--- config.mk ---
export PLATFORM = sky130hd
export DESIGN_NAME = gbwo_cfg
export DESIGN_NICKNAME = d
export VERILOG_FILES = /design/src/gbwo_pkg.sv /design/src/gbwo_cfg.sv
export SDC_FILE = /design/constraint.sdc
export NUM_CORES = 1
export LEC_CHECK = 0
export BUFFER_PORTS_ARGS = -buffer_cell sky130_fd_sc_hd__buf_2
export CAP_MARGIN = 0
export CORE_ASPECT_RATIO = 1.5
export CORE_UTILIZATION = 31
export CTS_CLUSTER_SIZE = 20
export DETAILED_ROUTE_END_ITERATION = 10
export PLACE_DENSITY = 0.66
export SYNTH_ARGS = -nofsm -noshare
export SYNTH_HDL_FRONTEND = slang
export SYNTH_SLANG_ARGS = --single-unit
--- constraint.sdc ---
create_clock -name clk -period 1.17 [get_ports clk]
set_input_delay 0.117 -clock clk [delete_from_list [all_inputs] [get_ports clk]]
set_output_delay 0.117 -clock clk [all_outputs]
set_load 0.02 [all_outputs]
--- src/gbwo_pkg.sv ---
package gbwo_pkg;

  localparam int COORD_BITS_DEF = 12;
  localparam int FRAME_BITS_DEF = 16;

  localparam int CFG_INDEX_BITS = 3;

  typedef enum logic [CFG_INDEX_BITS-1:0] {
    REG_SCREEN_HEIGHT = 3'd0,
    REG_SCREEN_WIDTH  = 3'd1,
    REG_SLIDE_MODE    = 3'd2,
    REG_FRAME_TOTAL   = 3'd3,
    REG_OLD_ORIGIN_X  = 3'd4,
    REG_OLD_ORIGIN_Y  = 3'd5,
    REG_NEW_ORIGIN_X  = 3'd6,
    REG_NEW_ORIGIN_Y  = 3'd7
  } cfg_reg_t;

  localparam int SCREEN_HEIGHT_RST = 480;
  localparam int SCREEN_WIDTH_RST  = 640;
  localparam int FRAME_TOTAL_RST   = 60;

  localparam logic SLIDE_NEW_FALLS   = 1'b0;
  localparam logic SLIDE_OLD_COVERED = 1'b1;

endpackage

--- src/gbwo_cfg.sv ---
module gbwo_cfg #(
  parameter int COORD_BITS = gbwo_pkg::COORD_BITS_DEF,
  parameter int FRAME_BITS = gbwo_pkg::FRAME_BITS_DEF
) (
  input  logic                                   clk,
  input  logic                                   rst_n,
  input  logic                                   cfg_we,
  input  logic [gbwo_pkg::CFG_INDEX_BITS-1:0]    cfg_index,
  input  logic [((COORD_BITS > FRAME_BITS) ? COORD_BITS : FRAME_BITS)-1:0] cfg_wdata,
  output logic [COORD_BITS-1:0]                  screen_height,
  output logic [COORD_BITS-1:0]                  screen_width,
  output logic                                   slide_mode,
  output logic [FRAME_BITS-1:0]                  frame_total,
  output logic [COORD_BITS-1:0]                  old_origin_x,
  output logic [COORD_BITS-1:0]                  old_origin_y,
  output logic [COORD_BITS-1:0]                  new_origin_x,
  output logic [COORD_BITS-1:0]                  new_origin_y
);
  import gbwo_pkg::*;

  logic [COORD_BITS-1:0] screen_height_r;
  logic [COORD_BITS-1:0] screen_width_r;
  logic                  slide_mode_r;
  logic [FRAME_BITS-1:0] frame_total_r;
  logic [COORD_BITS-1:0] old_origin_x_r;
  logic [COORD_BITS-1:0] old_origin_y_r;
  logic [COORD_BITS-1:0] new_origin_x_r;
  logic [COORD_BITS-1:0] new_origin_y_r;

  always_ff @(posedge clk) begin
    if (!rst_n) begin
      screen_height_r <= COORD_BITS'(SCREEN_HEIGHT_RST);
      screen_width_r  <= COORD_BITS'(SCREEN_WIDTH_RST);
      slide_mode_r    <= SLIDE_NEW_FALLS;
      frame_total_r   <= FRAME_BITS'(FRAME_TOTAL_RST);
      old_origin_x_r  <= '0;
      old_origin_y_r  <= '0;
      new_origin_x_r  <= '0;
      new_origin_y_r  <= '0;
    end else if (cfg_we) begin
      unique case (cfg_reg_t'(cfg_index))
        REG_SCREEN_HEIGHT: screen_height_r <= cfg_wdata[COORD_BITS-1:0];
        REG_SCREEN_WIDTH:  screen_width_r  <= cfg_wdata[COORD_BITS-1:0];
        REG_SLIDE_MODE:    slide_mode_r    <= cfg_wdata[0];
        REG_FRAME_TOTAL:   frame_total_r   <= cfg_wdata[FRAME_BITS-1:0];
        REG_OLD_ORIGIN_X:  old_origin_x_r  <= cfg_wdata[COORD_BITS-1:0];
        REG_OLD_ORIGIN_Y:  old_origin_y_r  <= cfg_wdata[COORD_BITS-1:0];
        REG_NEW_ORIGIN_X:  new_origin_x_r  <= cfg_wdata[COORD_BITS-1:0];
        REG_NEW_ORIGIN_Y:  new_origin_y_r  <= cfg_wdata[COORD_BITS-1:0];
        default: ;
      endcase
    end
  end

  assign screen_height = screen_height_r;
  assign screen_width  = screen_width_r;
  assign slide_mode    = slide_mode_r;
  assign frame_total   = frame_total_r;
  assign old_origin_x  = old_origin_x_r;
  assign old_origin_y  = old_origin_y_r;
  assign new_origin_x  = new_origin_x_r;
  assign new_origin_y  = new_origin_y_r;

endmodule

==> impl_metrics.toml <==
[run_status]
outcome = "complete, no violations"

[sta]
fin_worst_skew_ps = 0
finalSetupViolCount = 0
maxSlewViolCount = 0
tightest_slew_ps = 395
hold_viol = 0
period_share_pct = 84.2
slew_headroom_pct = 73.6
final.setup.tns_ps = 0
max_freq_mhz = 1010
rsz0062_at_grt = "false"
finalCriticalPeriod_ps = 985

[setup_path]
critPathArrivalTime_ps = 870
slowest_stage = "dfxtp_1"
cp.required_ps = 1050
slowest_delay_ps = 350
endpoint_kind = "output port"
crit_fanout = 2
startpoint_type = "flip-flop"
critPathBufInv = 1
path_cells = "buf_2"
critPathKind = "flip-flop to output port"
cpLargestDelayFamily = "flip-flops"

[layout]
layout.cells.non_filler = 587
fin_nets = 461
syn2layout_area_growth_pct = 32.4
layout_commonest_cell = "buf_2"
nFillCells = 1092
layout-drive-gt1-share_pct = 32.4
final_util_pct = 42.1
layout_common_cells = "buf_2, nand2_1, mux2i_1, dfxtp_1, nor2b_1"

[logic_synthesis]
synth_top_area_share_pct = 52.9
synth_top_cell_by_area = "dfxtp_1"
synthCells = 326
syn-num-nets = 348
synth_seq_cells = 89
syn_area_mm2 = 0.00337
synth_area_leaders = "dfxtp_1, mux2i_1, nand2_1, nor2b_1, clkbuf_1"
synth.avg_cell_area_um2 = 10.3
synth_cell_types = 15
yosysSeqAreaShare_pct = 52.9
yosysWarnings = 0

[clock_tree]
cts_buffers = 9
post-cts-setup-buffers = 0
cts.repair.resized = 0
clk_pin_slew_ps = 60
clockBufferDepth = 2
insertion_delay_ps = 330
cts_sinks = 89
cts_htree_levels = 3
root_buffer = "clkbuf_16"
tritoncts = "yes"
cts_hold_buffers = 0

[global_routing]
grt_overflow = 0
grt_max_degree = 46
antenna_found_initial = 1
grt_pass1_wl_mm = 13.6
grt_pass1_vias = 2521
grt_util_all_layers_pct = 16.6

[routing]
antenna_left = 0
via_per_inst = 4.44
vias = 2609
wire_per_inst_um = 15.6
met3WireLength_um = 352
post-route-drc-count = 0
first_pass_iters = 4
drt_iter0_drc = 66
met1Wirelength_mm = 3.76
dr_wl_met2_mm = 4.84
routed.top_layer = "met4"
wl_mm = 9.18

[floorplan]
start_util_pct = 31.8
core-area_mm2 = 0.0106
rows = 46
boundaryPins = 111
dieWidth_um = 87.1
die_h_um = 130
die-area_mm2 = 0.0113

[pwr]
p_leak_nw = 2.30
max-vdd-ir-drop_uv = 786
p_per_area_mw_per_mm2 = 1460

[place]
dpl.hpwl_mm = 6.63
place_congestion = 0.754
io_buffers = 110
placed_cells_incl_taps = 572

[flow_run]
drv_cap = 0

[worst_hold_path]
hold_path_class = "input pin to flip-flop"
-- state kept, by name, summed over array words and instances (netlist names) --
| name | cells |
|---|---|
| new_origin_x | 12 |
| screen_height | 12 |
| screen_width | 12 |
| frame_total | 16 |
| slide_mode | 1 |
| old_origin_y | 12 |
| new_origin_y | 12 |
| old_origin_x | 12 |
-- layer usage --
| metal | track usage [%] | vias up |
|---|---|---|
| met5 | 0 | - |
| met4 | 7.14 | 0 |
| met3 | 3.98 | 13 |
| met2 | 30.2 | 66 |
| met1 | 18.2 | 1227 |
| li1 | - | 1303 |
-- cells by family (layout without fill, tap and decap cells) --
kind of cell,after synthesis,in the layout,share of synthesized area [%]
other cells,0,1,0
buf+inv,25,141,3.67
simple gates,123,123,17.0
flops,89,89,52.9
mux,89,89,26.4
-- per-stage QoR --
stage          setup slack [ps]  cell area, µm²  hold slack, ps  total power (W)
2_1_floorplan              14.0            3370             259          0.00352
3_3_place_gp              -45.6            4160             366          0.00373
3_5_place_dp              -86.7            4160             376          0.00374
4_1_cts                     169            4460            11.9          0.00662
5_1_grt                     150            4460            30.5          0.00675
6_report                    185            4460            29.8          0.00652
-- cells in the mapped netlist --
library cell / instances
and4b_1: 1
buf_2: 9
buf_4: 1
buf_6: 2
clkbuf_1: 13
dfxtp_1: 89
mux2i_1: 89
nand2_1: 95
nand4_1: 1
nand4b_1: 2
nand4bb_1: 2
nor2b_1: 18
nor4b_2: 1
nor4bb_1: 2
or4b_4: 1
-- worst reg2reg max path, cell delays in order, from the launching register on --
cell and delay [ps]:
dfxtp_1 310, nor2b_1 120, mux2i_1 90
-- worst paths after layout --
kind / start / to / slack [ps] / depth (start not counted)
max reg2reg: screen_height[5] / screen_height[5] / 540 / 2
min: cfg_wdata[12] / frame_total[12] / 30 / 3
min reg2reg: frame_total[1] / frame_total[1] / 450 / 2
max: frame_total[11] / frame_total[11] / 180 / 1
-- power breakdown --
group | total [W] | switching, W | internal (W)
Clock | 0.00286 | 0.00111 | 0.00175
Sequential | 0.00313 | 0.0000324 | 0.00310
Combinational | 0.000535 | 0.000335 | 0.000200
Total | 0.00652 | 0.00147 | 0.00505
-- final cells by class --
class / instances / area (µm²) / share of cell area (%)
flip-flops and latches: 89 / 1780 / 39.9
clock buffers: 12 / 256 / 5.75
repair buffers: 127 / 731 / 16.4
clock inverters: 2 / 38.8 / 0.869
well taps: 144 / 180 / 4.04
multi-input cells: 212 / 1470 / 33.0
diodes: 1 / 2.50 / 0.0561
No activity file was read; power rests on OpenSTA's default activity.
