`src/gbwo_pkg.sv`:
```
package gbwo_pkg;

  localparam int COORD_BITS_DEF = 12;
  localparam int FRAME_BITS_DEF = 16;

  localparam int CFG_INDEX_BITS = 3;

  typedef enum logic [CFG_INDEX_BITS-1:0] {
    REG_SCREEN_HEIGHT = 3'd0,
    REG_SCREEN_WIDTH  = 3'd1,
    REG_SLIDE_MODE    = 3'd2,
    REG_FRAME_TOTAL   = 3'd3,
    REG_OLD_ORIGIN_X  = 3'd4,
    REG_OLD_ORIGIN_Y  = 3'd5,
    REG_NEW_ORIGIN_X  = 3'd6,
    REG_NEW_ORIGIN_Y  = 3'd7
  } cfg_reg_t;

  localparam int SCREEN_HEIGHT_RST = 480;
  localparam int SCREEN_WIDTH_RST  = 640;
  localparam int FRAME_TOTAL_RST   = 60;

  localparam logic SLIDE_NEW_FALLS   = 1'b0;
  localparam logic SLIDE_OLD_COVERED = 1'b1;

endpackage

```
`src/gbwo_div.sv`:
```
module gbwo_div #(
  parameter int COORD_BITS = gbwo_pkg::COORD_BITS_DEF,
  parameter int FRAME_BITS = gbwo_pkg::FRAME_BITS_DEF
) (
  input  logic                               clk,
  input  logic                               rst_n,
  input  logic                               in_valid,
  input  logic [COORD_BITS+2*FRAME_BITS+4:0] in_num,
  input  logic [2*FRAME_BITS+4:0]            in_den,
  output logic                               out_valid,
  output logic [COORD_BITS-1:0]              out_quot
);

  localparam int XW = COORD_BITS + 2 * FRAME_BITS + 5;
  localparam int YW = 2 * FRAME_BITS + 5;
  localparam int QB = COORD_BITS;

  // one restoring step per stage, quotient msb first
  logic [XW-1:0] rem_in   [QB];
  logic [YW-1:0] den_in   [QB];
  logic [QB-1:0] q_in     [QB];
  logic [XW-1:0] shifted  [QB];
  logic [XW-1:0] rem_nxt  [QB];
  logic [QB-1:0] q_nxt    [QB];
  logic [XW-1:0] rem_r    [QB];
  logic [YW-1:0] den_r    [QB];
  logic [QB-1:0] q_r      [QB];
  logic [QB-1:0] v_r;

  always_comb begin
    for (int s = 0; s < QB; s++) begin
      if (s == 0) begin
        rem_in[s] = in_num;
        den_in[s] = in_den;
        q_in[s]   = '0;
      end else begin
        rem_in[s] = rem_r[s-1];
        den_in[s] = den_r[s-1];
        q_in[s]   = q_r[s-1];
      end
      shifted[s] = XW'(den_in[s]) << (QB - 1 - s);
      if (rem_in[s] >= shifted[s]) begin
        rem_nxt[s] = rem_in[s] - shifted[s];
        q_nxt[s]   = {q_in[s][QB-2:0], 1'b1};
      end else begin
        rem_nxt[s] = rem_in[s];
        q_nxt[s]   = {q_in[s][QB-2:0], 1'b0};
      end
    end
  end

  always_ff @(posedge clk) begin
    for (int s = 0; s < QB; s++) begin
      rem_r[s] <= rem_nxt[s];
      den_r[s] <= den_in[s];
      q_r[s]   <= q_nxt[s];
    end
  end

  always_ff @(posedge clk) begin
    if (!rst_n) begin
      v_r <= '0;
    end else begin
      v_r <= {v_r[QB-2:0], in_valid};
    end
  end

  assign out_valid = v_r[QB-1];
  assign out_quot  = q_r[QB-1];

endmodule

```
`config.mk`:
```
export PLATFORM = sky130hd
export DESIGN_NAME = gbwo_div
export DESIGN_NICKNAME = d
export VERILOG_FILES = /design/src/gbwo_pkg.sv /design/src/gbwo_div.sv
export SDC_FILE = /design/constraint.sdc
export NUM_CORES = 2
export LEC_CHECK = 0
export BUFFER_PORTS_ARGS = -buffer_cell sky130_fd_sc_hd__buf_2
export CORE_MARGIN = 2
export CORE_UTILIZATION = 55
export CTS_BUF_LIST = sky130_fd_sc_hd__clkbuf_8
export DETAILED_ROUTE_END_ITERATION = 8
export PLACE_DENSITY = 0.81
export SLEW_MARGIN = 10
export SYNTH_ARGS = -nofsm -noshare
export SYNTH_HDL_FRONTEND = slang
export SYNTH_SLANG_ARGS = --single-unit
```
`constraint.sdc`:
```
create_clock -name clk -period 3.82 [get_ports clk]
set_input_delay 0.764 -clock clk [delete_from_list [all_inputs] [get_ports clk]]
set_output_delay 0.764 -clock clk [all_outputs]
set_load 0.005 [all_outputs]
```
==> run metrics <==
outcome complete, no violations; max-cap check violation count 0; Critical Path RT 4.57 ns; core region area 91660 um^2; vias in the first global route a little over 40000; largest net degree at the start of global routing 60; Final Max Tran Viols 0; fmax 0.2738 GHz; first-pass iteration count of the detailed router 6; Clock power frac 19.5%; Layout Nets about 6700; fillers 7977; Yosys reg bits 1036; Buf+Inv Stages, Crit Path 2; sequential share of the synthesized area 40.80%; CP Data Arrival Time 4.41 ns; port bufs ~100; Max Fanout on Critical Path 4; pwr dens 864.6 nW/um^2; Crit path depth 14; P&R area growth vs syn 13.63%; Synth async-reset ratio 0%; switching part of the total 39.09%; routed vias/inst about 5.5; Max clock buf depth 3; most common cell after layout, fill and taps aside dfxtp_1; Setup crit end rem_r[10][45]; Ports 102; R2R depth 14; Worst setup startpoint rem_r[9][1]; post-route ant nets 0; Worst R2R End rem_r[10][45]; CTS clk-pin slew, worst paths 0.06 ns; Synth Flop Type dfxtp_1; post-synth net total about 6400; CTS tree yes; part of the power in registers a little under a third; RSZ-0062 raised after global routing no; worst hold path type input pin to flip-flop; most frequent cells in the layout dfxtp_1, a21oi_1, inv_1; wire length per cell 16.65 um; HPWL Detailed 98610 um; Max IR drop VDD 0.0004588 V; delay-heaviest family, CP simple AND/OR/NAND/NOR gates; Crit Path Category flip-flop to flip-flop; H-tree Lvls 4; Mapped Area between 50000 and 60000 um^2; final period utilization 95.62%; Setup TNS Final 0 ns; layout cells sized above 1 a little over a tenth; Worst Skew 0.03760 ns; Syn Inst Count 5817; Residual DRC 0; Fin. Hold Viols 0; number of clock sinks a little over 1000; switching pwr 19520 uW; num rows 111; Reg2Reg Launch Point rem_r[9][1]; root buffer cell clkbuf_8; Final Critical Period 3.653 ns; overall routing resource usage 26.08%; first-pass GRT wire length 200200 um; Syn Area/Cell 8.739 um^2; startpoint type of the worst setup path flip-flop; drt first-iter violations roughly 2900; Congestion Overflow GR 0; Worst Setup End Kind flip-flop; number of synthesized flops with an enable pin 0; max incr delay on CP between 0.5 and 0.6 ns; relative slew slack ~18%; Cell variety after synth 84; Comb power frac 48.6%; worst hold slack 0.08852 ns; CP Cell Sequence inv_1 > ha_1 > inv_1 > fa_1 > a211oi_1 > o211ai_1 > and4b_1 > o21bai_1 > a21oi_1 > a21oi_1 > or3b_2 > or2_2 > nand4b_1 > xnor2_1; initial antenna violation count 2; Leak Pwr 0.02713 uW; slowest cell on the critical path or3b_2; Reg2Reg Setup Slack 0.17 ns; Finished Core Util 63.02%; CTS buffer count about 170; gpl congestion 0.9540; Int Power 30420 uW; chip width just over 300 um; Final setup viols 0; clk_lat worst skew 0.85 ns; Yosys warnings 0; slew of the pin with the lowest slew margin 1.217 ns; initial core utilization 55.46%; total wire length 124100 um; Die H 308.0 um; total number of vias 41010; die area 94880 um^2
[through the flow]
stage / worst slack (ns) / std cells / total power, uW / instance area [um^2]
finish: 0.1673 / 7457 / 49950 / 57770
global route: 0.02333 / 7457 / 53780 / 57770
CTS: 0.05358 / 7454 / 49930 / 57710
detailed placement: -0.4125 / 7117 / 39910 / 53780
global placement: -0.3322 / 7117 / 39600 / 53780
floorplan: 0.1382 / 5817 / 33800 / 50840
[final cells by class]
cell class	count	area (um^2)	share of cell area [%]
clock buffers	207	2849	4.932
clock inverters	89	664.4	1.150
repair buffers	348	2629	4.551
flip-flops and latches	1036	20740	35.90
well taps	1186	1484	2.569
inverters	544	2042	3.535
diodes	2	5.005	0.008664
multi-input cells	4045	27350	47.35
[power by group through the flow]
stage / logic [uW] / registers (uW) / clock network, uW
2_1_floorplan: 18400 / 15400 / 0
6_report: 24300 / 15900 / 9760
3_5_place_dp: 23800 / 16100 / 0
5_1_grt: 27100 / 16200 / 10500
3_3_place_gp: 23500 / 16100 / 0
4_1_cts: 24000 / 15900 / 10000
[sequential cells by signal, summed over array words and instances, names as in the netlist]
signal  flops
q_r        78
v_r        12
den_r     407
rem_r     539
[synth_stat cells, types with 39 or more instances]
| library cell | count | area share (%) |
|---|---|---|
| a211oi_1 | 39 | 0.58 |
| a21o_1 | 235 | 3.5 |
| a21oi_1 | 602 | 5.9 |
| a31oi_1 | 54 | 0.66 |
| and3_1 | 49 | 0.60 |
| clkbuf_1 | 162 | 1.2 |
| dfxtp_1 | 1036 | 41 |
| ha_1 | 444 | 11 |
| inv_1 | 543 | 4.0 |
| mux2_2 | 78 | 1.7 |
| nand2_1 | 422 | 3.1 |
| nand2b_1 | 57 | 0.70 |
| nand3_1 | 107 | 1.1 |
| nand4_1 | 94 | 1.2 |
| nor2_1 | 443 | 3.3 |
| nor2b_1 | 74 | 0.91 |
| nor3_1 | 78 | 0.77 |
| o21a_1 | 46 | 0.68 |
| o21ai_0 | 327 | 3.2 |
| o21bai_1 | 39 | 0.58 |
| xnor2_1 | 234 | 4.0 |
| xor2_1 | 185 | 3.2 |
[what timing repair did]
action / 4_1_cts / 5_1_grt
hold buffers: 41 / 0
setup endpoints to repair: 0 / 53
buffers inserted: 0 / 1
gates resized for setup: 0 / 8
hold endpoints to repair: 41 / 0
[worst min path at each step]
stage                from            to  cells past startpoint
3_5_place_dp   q_r[1][36]     q_r[2][1]                      0
2_1_floorplan   q_r[0][0]    q_r[0][13]                      0
6_report       in_den[27]  den_r[0][27]                      1
5_1_grt        in_den[27]  den_r[0][27]                      1
4_1_cts        in_den[27]  den_r[0][27]                      1
3_3_place_gp   q_r[1][16]    q_r[1][29]                      0
[layer usage]
layer | GRT usage, % | vias to the layer above | routed length (um)
met1 | 27.74 | 18620 | 50090
met2 | 47.35 | 1073 | 60880
met5 | 0 | - | 0
met4 | 18.56 | 0 | 8957
li1 | - | 20890 | -
met3 | 3.573 | 423 | 4220
[logic make-up (layout without fill, tap and decap cells)]
family	after synthesis	after routing	share of synthesized area, %
AO/OA/AOI/OAI	1593	1593	19.28
multiplexers	81	81	1.787
other	0	2	0
XOR/XNOR	419	419	7.219
adder cells (fa/ha/maj)	455	455	11.36
AND/OR/NAND/NOR	1497	1497	14.02
flip-flops	1036	1036	40.80
buffers and inverters	736	1188	5.538
Note: power is estimated with default switching activity, not from simulation.
