[src/gbwo_pkg.sv]
package gbwo_pkg;

  localparam int COORD_BITS_DEF = 12;
  localparam int FRAME_BITS_DEF = 16;

  localparam int CFG_INDEX_BITS = 3;

  typedef enum logic [CFG_INDEX_BITS-1:0] {
    REG_SCREEN_HEIGHT = 3'd0,
    REG_SCREEN_WIDTH  = 3'd1,
    REG_SLIDE_MODE    = 3'd2,
    REG_FRAME_TOTAL   = 3'd3,
    REG_OLD_ORIGIN_X  = 3'd4,
    REG_OLD_ORIGIN_Y  = 3'd5,
    REG_NEW_ORIGIN_X  = 3'd6,
    REG_NEW_ORIGIN_Y  = 3'd7
  } cfg_reg_t;

  localparam int SCREEN_HEIGHT_RST = 480;
  localparam int SCREEN_WIDTH_RST  = 640;
  localparam int FRAME_TOTAL_RST   = 60;

  localparam logic SLIDE_NEW_FALLS   = 1'b0;
  localparam logic SLIDE_OLD_COVERED = 1'b1;

endpackage

[src/gbwo_front.sv]
module gbwo_front #(
  parameter int COORD_BITS = gbwo_pkg::COORD_BITS_DEF,
  parameter int FRAME_BITS = gbwo_pkg::FRAME_BITS_DEF
) (
  input  logic                                    clk,
  input  logic                                    rst_n,
  input  logic                                    in_valid,
  input  logic [FRAME_BITS-1:0]                   in_frame,
  input  logic [FRAME_BITS-1:0]                   frame_total,
  input  logic [COORD_BITS-1:0]                   screen_height,
  output logic                                    out_valid,
  output logic [COORD_BITS+2*FRAME_BITS+4:0]      out_num,
  output logic [2*FRAME_BITS+4:0]                 out_den
);

  localparam int TW      = FRAME_BITS;
  localparam int SW      = 2 * TW;
  localparam int DW      = SW + 4;
  localparam int NW      = COORD_BITS + SW;
  localparam int XW      = NW + 5;
  localparam int YW      = DW + 1;
  localparam int XT      = FRAME_BITS + 4;
  localparam int DIVISOR = 17;
  localparam logic [XT-1:0] RECIP = XT'((64'd1 << XT) / 64'(DIVISOR));

  typedef enum logic [1:0] {
    PH_FALL    = 2'd0,
    PH_BOUNCE1 = 2'd1,
    PH_BOUNCE2 = 2'd2,
    PH_REST    = 2'd3
  } phase_t;

  // stage 1: reciprocal estimates of 9T/17 and 6T/17
  logic [XT-1:0]   x9, x6;
  logic [2*XT-1:0] prod9, prod6;
  logic            v1_r;
  logic [TW-1:0]   c1_r;
  logic [XT-1:0]   e9_r, e6_r;

  assign x9    = (XT'(frame_total) << 3) + XT'(frame_total);
  assign x6    = (XT'(frame_total) << 2) + (XT'(frame_total) << 1);
  assign prod9 = (2*XT)'(x9) * (2*XT)'(RECIP);
  assign prod6 = (2*XT)'(x6) * (2*XT)'(RECIP);

  always_ff @(posedge clk) begin
    c1_r <= in_frame;
    e9_r <= prod9[2*XT-1:XT];
    e6_r <= prod6[2*XT-1:XT];
  end

  // stage 2: quotient correction, phase lengths
  logic [XT-1:0] r9, r6, q9, q6;
  logic [TW-1:0] t1_nxt, t2_nxt;
  logic          v2_r;
  logic [TW-1:0] c2_r, t1_2_r, t2_2_r;

  always_comb begin
    r9 = x9 - ((e9_r << 4) + e9_r);
    r6 = x6 - ((e6_r << 4) + e6_r);
    q9 = e9_r + XT'(r9 >= XT'(DIVISOR));
    q6 = e6_r + XT'(r6 >= XT'(DIVISOR));
    t1_nxt = (q9 == '0) ? TW'(1) : q9[TW-1:0];
    t2_nxt = (q6 == '0) ? TW'(1) : q6[TW-1:0];
  end

  always_ff @(posedge clk) begin
    c2_r   <= c1_r;
    t1_2_r <= t1_nxt;
    t2_2_r <= t2_nxt;
  end

  // stage 3: phase select and time within phase
  logic [TW:0]   s12, tot, end_f, cz;
  phase_t        ph_nxt;
  logic [TW-1:0] tt_nxt;
  logic          v3_r;
  phase_t        ph3_r;
  logic [TW-1:0] tt3_r, t1_3_r;

  always_comb begin
    s12   = (TW+1)'(t1_2_r) + (TW+1)'(t2_2_r);
    tot   = (TW+1)'(frame_total);
    end_f = (tot > s12) ? tot : s12;
    cz    = (TW+1)'(c2_r);
    if (cz < (TW+1)'(t1_2_r)) begin
      ph_nxt = PH_FALL;
      tt_nxt = c2_r;
    end else if (cz < s12) begin
      ph_nxt = PH_BOUNCE1;
      tt_nxt = TW'(cz - (TW+1)'(t1_2_r));
    end else if (cz < end_f) begin
      ph_nxt = PH_BOUNCE2;
      tt_nxt = TW'(cz - s12);
    end else begin
      ph_nxt = PH_REST;
      tt_nxt = '0;
    end
  end

  always_ff @(posedge clk) begin
    ph3_r  <= ph_nxt;
    tt3_r  <= tt_nxt;
    t1_3_r <= t1_2_r;
  end

  // stage 4: squares and cross product
  logic [TW+3:0] tt3x, tt9x, lim;
  logic          kill_nxt;
  logic          v4_r;
  phase_t        ph4_r;
  logic          kill4_r;
  logic [SW-1:0] sq4_r, ts4_r, cr4_r;

  always_comb begin
    tt3x = ((TW+4)'(tt3_r) << 1) + (TW+4)'(tt3_r);
    tt9x = ((TW+4)'(tt3_r) << 3) + (TW+4)'(tt3_r);
    lim  = (TW+4)'(t1_3_r) << 1;
    unique case (ph3_r)
      PH_FALL:    kill_nxt = 1'b0;
      PH_BOUNCE1: kill_nxt = (tt3x >= lim);
      PH_BOUNCE2: kill_nxt = (tt9x >= lim);
      default:    kill_nxt = 1'b1;
    endcase
  end

  always_ff @(posedge clk) begin
    ph4_r   <= ph3_r;
    kill4_r <= kill_nxt;
    sq4_r   <= SW'(t1_3_r) * SW'(t1_3_r);
    ts4_r   <= SW'(tt3_r) * SW'(tt3_r);
    cr4_r   <= SW'(t1_3_r) * SW'(tt3_r);
  end

  // stage 5: numerator polynomial and denominator
  logic [DW-1:0] sqw, tsw, crw, pw, dw;
  logic          v5_r;
  logic [SW-1:0] p5_r;
  logic [DW-1:0] d5_r;

  always_comb begin
    sqw = DW'(sq4_r);
    tsw = DW'(ts4_r);
    crw = DW'(cr4_r);
    unique case (ph4_r)
      PH_FALL: begin
        pw = sqw - tsw;
        dw = sqw;
      end
      PH_BOUNCE1: begin
        pw = (crw << 1) - ((tsw << 1) + tsw);
        dw = (sqw << 1) + sqw;
      end
      PH_BOUNCE2: begin
        pw = (crw << 1) - ((tsw << 3) + tsw);
        dw = (sqw << 3) + sqw;
      end
      default: begin
        pw = '0;
        dw = sqw;
      end
    endcase
    if (kill4_r) begin
      pw = '0;
    end
  end

  always_ff @(posedge clk) begin
    p5_r <= pw[SW-1:0];
    d5_r <= dw;
  end

  // stage 6: height times numerator as two partial products
  logic                 v6_r;
  logic [COORD_BITS+TW-1:0] pl6_r, ph6_r;
  logic [DW-1:0]        d6_r;

  always_ff @(posedge clk) begin
    pl6_r <= (COORD_BITS+TW)'(screen_height) * (COORD_BITS+TW)'(p5_r[TW-1:0]);
    ph6_r <= (COORD_BITS+TW)'(screen_height) * (COORD_BITS+TW)'(p5_r[SW-1:TW]);
    d6_r  <= d5_r;
  end

  // stage 7: dividend 2N+D and divisor 2D for round half up
  logic [NW-1:0] n_sum;
  logic          v7_r;
  logic [XW-1:0] x7_r;
  logic [YW-1:0] y7_r;

  assign n_sum = (NW'(ph6_r) << TW) + NW'(pl6_r);

  always_ff @(posedge clk) begin
    x7_r <= (XW'(n_sum) << 1) + XW'(d6_r);
    y7_r <= YW'(d6_r) << 1;
  end

  always_ff @(posedge clk) begin
    if (!rst_n) begin
      v1_r <= 1'b0;
      v2_r <= 1'b0;
      v3_r <= 1'b0;
      v4_r <= 1'b0;
      v5_r <= 1'b0;
      v6_r <= 1'b0;
      v7_r <= 1'b0;
    end else begin
      v1_r <= in_valid;
      v2_r <= v1_r;
      v3_r <= v2_r;
      v4_r <= v3_r;
      v5_r <= v4_r;
      v6_r <= v5_r;
      v7_r <= v6_r;
    end
  end

  assign out_valid = v7_r;
  assign out_num   = x7_r;
  assign out_den   = y7_r;

endmodule

[config.mk]
export PLATFORM = sky130hd
export DESIGN_NAME = gbwo_front
export DESIGN_NICKNAME = d
export VERILOG_FILES = /design/src/gbwo_pkg.sv /design/src/gbwo_front.sv
export SDC_FILE = /design/constraint.sdc
export NUM_CORES = 2
export LEC_CHECK = 0
export ABC_AREA = 0
export BUFFER_PORTS_ARGS = -buffer_cell sky130_fd_sc_hd__buf_2
export CAP_MARGIN = 25
export CELL_PAD_IN_SITES_DETAIL_PLACEMENT = 2
export CELL_PAD_IN_SITES_GLOBAL_PLACEMENT = 2
export CORE_MARGIN = 10
export CORE_UTILIZATION = 30
export DETAILED_ROUTE_END_ITERATION = 8
export PLACE_DENSITY_LB_ADDON = 0.1
export SETUP_SLACK_MARGIN = 0.4
export SYNTH_ARGS = -nofsm -noshare
export SYNTH_HDL_FRONTEND = slang
export SYNTH_SLANG_ARGS = --single-unit
[constraint.sdc]
create_clock -name clk -period 24.5 [get_ports clk]
set_input_delay 3.675 -clock clk [delete_from_list [all_inputs] [get_ports clk]]
set_output_delay 3.675 -clock clk [all_outputs]
set_load 0.01 [all_outputs]
==> impl_metrics.sql <==
INSERT INTO impl_metrics (metric_group, metric, value, unit) VALUES
('status', 'run_status', 'complete, no violations', ''),
('clocking', 'cts.hold.buffers_added', '0', ''),
('layout', 'nNetsFinal', '10163', ''),
('placement', 'dp.final_hpwl', '211', 'mm'),
('clocking', 'worst_skew_pair_latency', '0.74', 'ns'),
('layout', 'final_core_util', '33.0', '%'),
('timing', 'maxSlewViolCount', '0', ''),
('yosys', 'synth_top_cells_by_area', 'sky130_fd_sc_hd__fa_1, sky130_fd_sc_hd__ha_1, sky130_fd_sc_hd__dfxtp_1', ''),
('critical_path', 'worst_setup_path_start_kind', 'primary input', ''),
('die', 'placeableCoreArea', '0.238', 'mm²'),
('die', 'dieArea', '0.259', 'mm²'),
('critical_path', 'crit_path_top_delay_cell', 'sky130_fd_sc_hd__o41ai_1', ''),
('timing', 'slew_headroom', '30.7', '%'),
('critical_path', 'crit_path_frequent_cell', 'sky130_fd_sc_hd__ha_1', ''),
('timing', 'final.period_utilization', '45.9', '%'),
('clocking', 'clkSinkCount', '473', ''),
('clocking', 'numCtsBuffers', '68', ''),
('layout', 'drive_above_1_share', '4.94', '%'),
('layout', 'fin_area', '0.0784', 'mm²'),
('detailed_routing', 'route.vias.total', '54936', ''),
('clocking', 'post-cts-setup-buffer-count', '0', ''),
('grt', 'grt_remaining_overflow', '0', ''),
('clocking', 'post_cts_resized', '0', ''),
('yosys', 'netlist.area_leader.share', '29.1', '%'),
('critical_path', 'critical_path_required_time', '25.14', 'ns'),
('critical_path', 'crit_path_max_fanout', '16', ''),
('timing', 'finClkSkew', '0.0708', 'ns'),
('yosys', 'synth_enable_flop_cells', '0', ''),
('die', 'die_w', '509', 'µm'),
('placement', 'count_of_input_and_output_buffers', '129', ''),
('clocking', 'clock_path_buffers', '3', ''),
('yosys', 'synthDominantAreaCellType', 'sky130_fd_sc_hd__fa_1', ''),
('clocking', 'clk_pin_slew', '0.06', 'ns'),
('clocking', 'tritoncts_clock_tree', 'yes', ''),
('die', 'core.rowCount', '179', ''),
('placement', 'detailed_place.area', '0.0760', 'mm²'),
('critical_path', 'critPathMaxStageDelay', '0.73', 'ns'),
('timing', 'setup_viol_count_final', '0', ''),
('layout', 'area_growth', '9.45', '%'),
('detailed_routing', 'initial_drt_pass_iterations', '6', ''),
('yosys', 'synth_warnings', '0', ''),
('yosys', 'async_flop_share', '0', '%'),
('grt', 'first_global_vias', '63910', ''),
('timing', 'least_margin_pin_slew', '1.01', 'ns'),
('grt', 'grt_max_degree', '55', ''),
('detailed_routing', 'vias_per_cell', '4.88', ''),
('detailed_routing', 'detail_route.drc_violations', '0', ''),
('timing', 'final-hold-violation-count', '0', ''),
('detailed_routing', 'totalWireLength', '250', 'mm'),
('grt', 'grt.total_usage', '19.4', '%'),
('die', 'start_util', '30.1', '%'),
('job', 'max_cap_viol_count', '0', ''),
('yosys', 'syn_avg_cell_area', '8.99', 'µm²'),
('critical_path', 'critPathArrivalTime', '11.89', 'ns'),
('timing', 'period_needed', '11.25', 'ns'),
('critical_path', 'crit_family', 'compound AO/OA/AOI/OAI gates', ''),
('timing', 'rsz_0062_raised_after_global_routing', 'false', ''),
('critical_path', 'worst-setup-path-type', 'in -> reg', ''),
('timing', 'tns', '0', 'ns'),
('timing', 'max_freq', '0.0889', 'GHz'),
('yosys', 'post_synth_num_cell_types', '98', ''),
('grt', 'grt_antenna_before_repair', '11', ''),
('detailed_routing', 'routedWlPerCell', '22.2', 'µm'),
('placement', 'routabilityCongestion', '0.849', ''),
('yosys', 'postSynthCellCount', '7969', ''),
('detailed_routing', 'first_iter_violations', '1603', ''),
('critical_path', 'timing.critical_path.buf_inv', '3', ''),
('critical_path', 'reg2reg_slack', '16.42', 'ns'),
('grt', 'wire_length_of_the_first_global_routing_pass', '389', 'mm'),
('yosys', 'synthesis.area', '0.0717', 'mm²'),
('die', 'io_pins', '134', ''),
('yosys', 'ys.flop_type', 'sky130_fd_sc_hd__dfxtp_1', ''),
('clocking', 'cts-htree-levels', '3', ''),
('clocking', 'cell_chosen_for_the_clock_root', 'sky130_fd_sc_hd__clkbuf_16', ''),
('min_path', 'min-delay-path-class', 'reg -> reg', ''),
('yosys', 'ys_seq_elements', '473', ''),
('die', 'fp.dieH', '509', 'µm'),
('detailed_routing', 'route.antenna.remaining_nets', '0', ''),
('yosys', 'ys_seq_area_share', '13.2', '%'),
('critical_path', 'endpoint_kind', 'flip-flop', '');
-- path summary, 6_finish.rpt --
kind | startpoint | to | cells past startpoint
min reg2reg | d5_r[16] | d6_r[16] | 0
max reg2reg | tt3_r[8] | ts4_r[29] | 24
max | frame_total[1] | t1_2_r[0] | 31
min | d5_r[16] | d6_r[16] | 0
-- through the flow --
stage	setup slack [ns]	hold WS, ns	instances
after global placement	12.67	0.312	11132
after floorplan	14.10	0.310	7972
after global routing	12.70	0.326	11258
after CTS	13.30	0.325	11254
final	13.25	0.322	11259
after detailed placement	12.59	0.314	11132
-- area by class of cell --
class / instances / area [µm²]
well taps: 3167 / 3960
repair buffers: 200 / 1180
fillers: 26602 / 159000
flip-flops and latches: 473 / 9470
diodes: 3 / 7.51
clock inverters: 41 / 577
inverters: 1496 / 5620
multi-input cells: 5798 / 55800
clock buffers: 81 / 1820
-- flip-flops by register name (all words and copies together) (netlist names), 28 cells and up --
| name | count |
|---|---|
| pl6_r | 28 |
| out_num | 46 |
| d5_r | 36 |
| sq4_r | 31 |
| p5_r | 32 |
| d6_r | 36 |
| ph6_r | 28 |
| cr4_r | 31 |
| out_den | 35 |
| ts4_r | 31 |
-- worst register-to-register path, cell delays in order, from the launching register on --
cell	delay [ns]
sky130_fd_sc_hd__dfxtp_1	0.31
sky130_fd_sc_hd__buf_4	0.45
sky130_fd_sc_hd__clkinv_1	0.70
sky130_fd_sc_hd__nor2_1	0.45
sky130_fd_sc_hd__fa_1	0.47
sky130_fd_sc_hd__inv_1	0.09
sky130_fd_sc_hd__fa_1	0.43
sky130_fd_sc_hd__fa_1	0.52
sky130_fd_sc_hd__inv_1	0.05
sky130_fd_sc_hd__fa_1	0.52
sky130_fd_sc_hd__inv_1	0.05
sky130_fd_sc_hd__fa_1	0.46
sky130_fd_sc_hd__fa_1	0.49
sky130_fd_sc_hd__inv_1	0.04
sky130_fd_sc_hd__ha_1	0.35
sky130_fd_sc_hd__nor2b_1	0.16
sky130_fd_sc_hd__o21ai_0	0.18
sky130_fd_sc_hd__o31ai_1	0.15
sky130_fd_sc_hd__o311a_1	0.41
sky130_fd_sc_hd__o41ai_1	0.50
sky130_fd_sc_hd__o21ai_0	0.43
sky130_fd_sc_hd__a211oi_1	0.35
sky130_fd_sc_hd__o21bai_1	0.11
sky130_fd_sc_hd__a21oi_1	0.17
sky130_fd_sc_hd__xnor2_1	0.14
-- synthesized netlist by cell type (19+ instances only) --
master                     number
sky130_fd_sc_hd__nor2_1       472
sky130_fd_sc_hd__a31oi_1       40
sky130_fd_sc_hd__o31ai_1       24
sky130_fd_sc_hd__o21ai_0      220
sky130_fd_sc_hd__a211oi_1      44
sky130_fd_sc_hd__nand2_1      703
sky130_fd_sc_hd__and3_1        42
sky130_fd_sc_hd__and2_1       240
sky130_fd_sc_hd__nand2b_1      57
sky130_fd_sc_hd__nand4_1       39
sky130_fd_sc_hd__buf_1         19
sky130_fd_sc_hd__xor2_1       137
sky130_fd_sc_hd__or2_2         32
sky130_fd_sc_hd__inv_1       1488
sky130_fd_sc_hd__dfxtp_1      473
sky130_fd_sc_hd__a22oi_1       24
sky130_fd_sc_hd__ha_1        1038
sky130_fd_sc_hd__o211ai_1      19
sky130_fd_sc_hd__a21oi_1      368
sky130_fd_sc_hd__or3_1         34
sky130_fd_sc_hd__nand3_1       94
sky130_fd_sc_hd__fa_1        1041
sky130_fd_sc_hd__o21a_1        62
sky130_fd_sc_hd__clkbuf_1     181
sky130_fd_sc_hd__nor2b_1       62
sky130_fd_sc_hd__nor3_1        90
sky130_fd_sc_hd__a222oi_1      19
sky130_fd_sc_hd__xnor2_1      371
sky130_fd_sc_hd__o21bai_1      62
sky130_fd_sc_hd__a221oi_1      21
sky130_fd_sc_hd__a21o_1       171
-- routing by layer --
layer | wire length, µm | global-route usage, % | up-vias | part of all wire, %
met1 | 107000 | 23.1 | 28403 | 43
met2 | 130000 | 36.8 | 500 | 52
met3 | 4790 | 1.72 | 259 | 1.9
li1 | - | - | 25766 | -
met4 | 8150 | 5.42 | 8 | 3.3
met5 | 48 | 0 | - | 0.019
-- cells in the final DEF (no fill, tap or decap), types with 34 or more instances in the layout --
master	instances
sky130_fd_sc_hd__inv_1	1488
sky130_fd_sc_hd__fa_1	1041
sky130_fd_sc_hd__ha_1	1036
sky130_fd_sc_hd__nand2_1	703
sky130_fd_sc_hd__nor2_1	472
sky130_fd_sc_hd__dfxtp_1	472
sky130_fd_sc_hd__xnor2_1	371
sky130_fd_sc_hd__a21oi_1	368
sky130_fd_sc_hd__and2_1	240
sky130_fd_sc_hd__o21ai_0	220
sky130_fd_sc_hd__a21o_1	171
sky130_fd_sc_hd__xor2_1	137
sky130_fd_sc_hd__buf_2	129
sky130_fd_sc_hd__nand3_1	94
sky130_fd_sc_hd__nor3_1	90
sky130_fd_sc_hd__buf_4	71
sky130_fd_sc_hd__clkbuf_16	68
sky130_fd_sc_hd__o21bai_1	62
sky130_fd_sc_hd__o21a_1	62
sky130_fd_sc_hd__nor2b_1	62
sky130_fd_sc_hd__nand2b_1	57
sky130_fd_sc_hd__a211oi_1	44
sky130_fd_sc_hd__and3_1	42
sky130_fd_sc_hd__a31oi_1	40
sky130_fd_sc_hd__nand4_1	39
sky130_fd_sc_hd__or3_1	34
-- cells by family (layout without fill, tap and decap cells) --
kind of cell	Yosys count	after routing	synth area share, %
AO/OA/AOI/OAI	1267	1267	11.7
XOR/XNOR	509	509	6.24
adder cells (fa/ha/maj)	2079	2079	47.2
buffers and inverters	1701	1818	8.94
flip-flops	473	473	13.2
multiplexers	12	12	0.178
other	2	8	0.0105
AND/OR/NAND/NOR	1926	1926	12.5
Power is left out: the tool's default activity adds up to more than one toggle a clock period on the data nets, which glitch-free logic cannot reach.
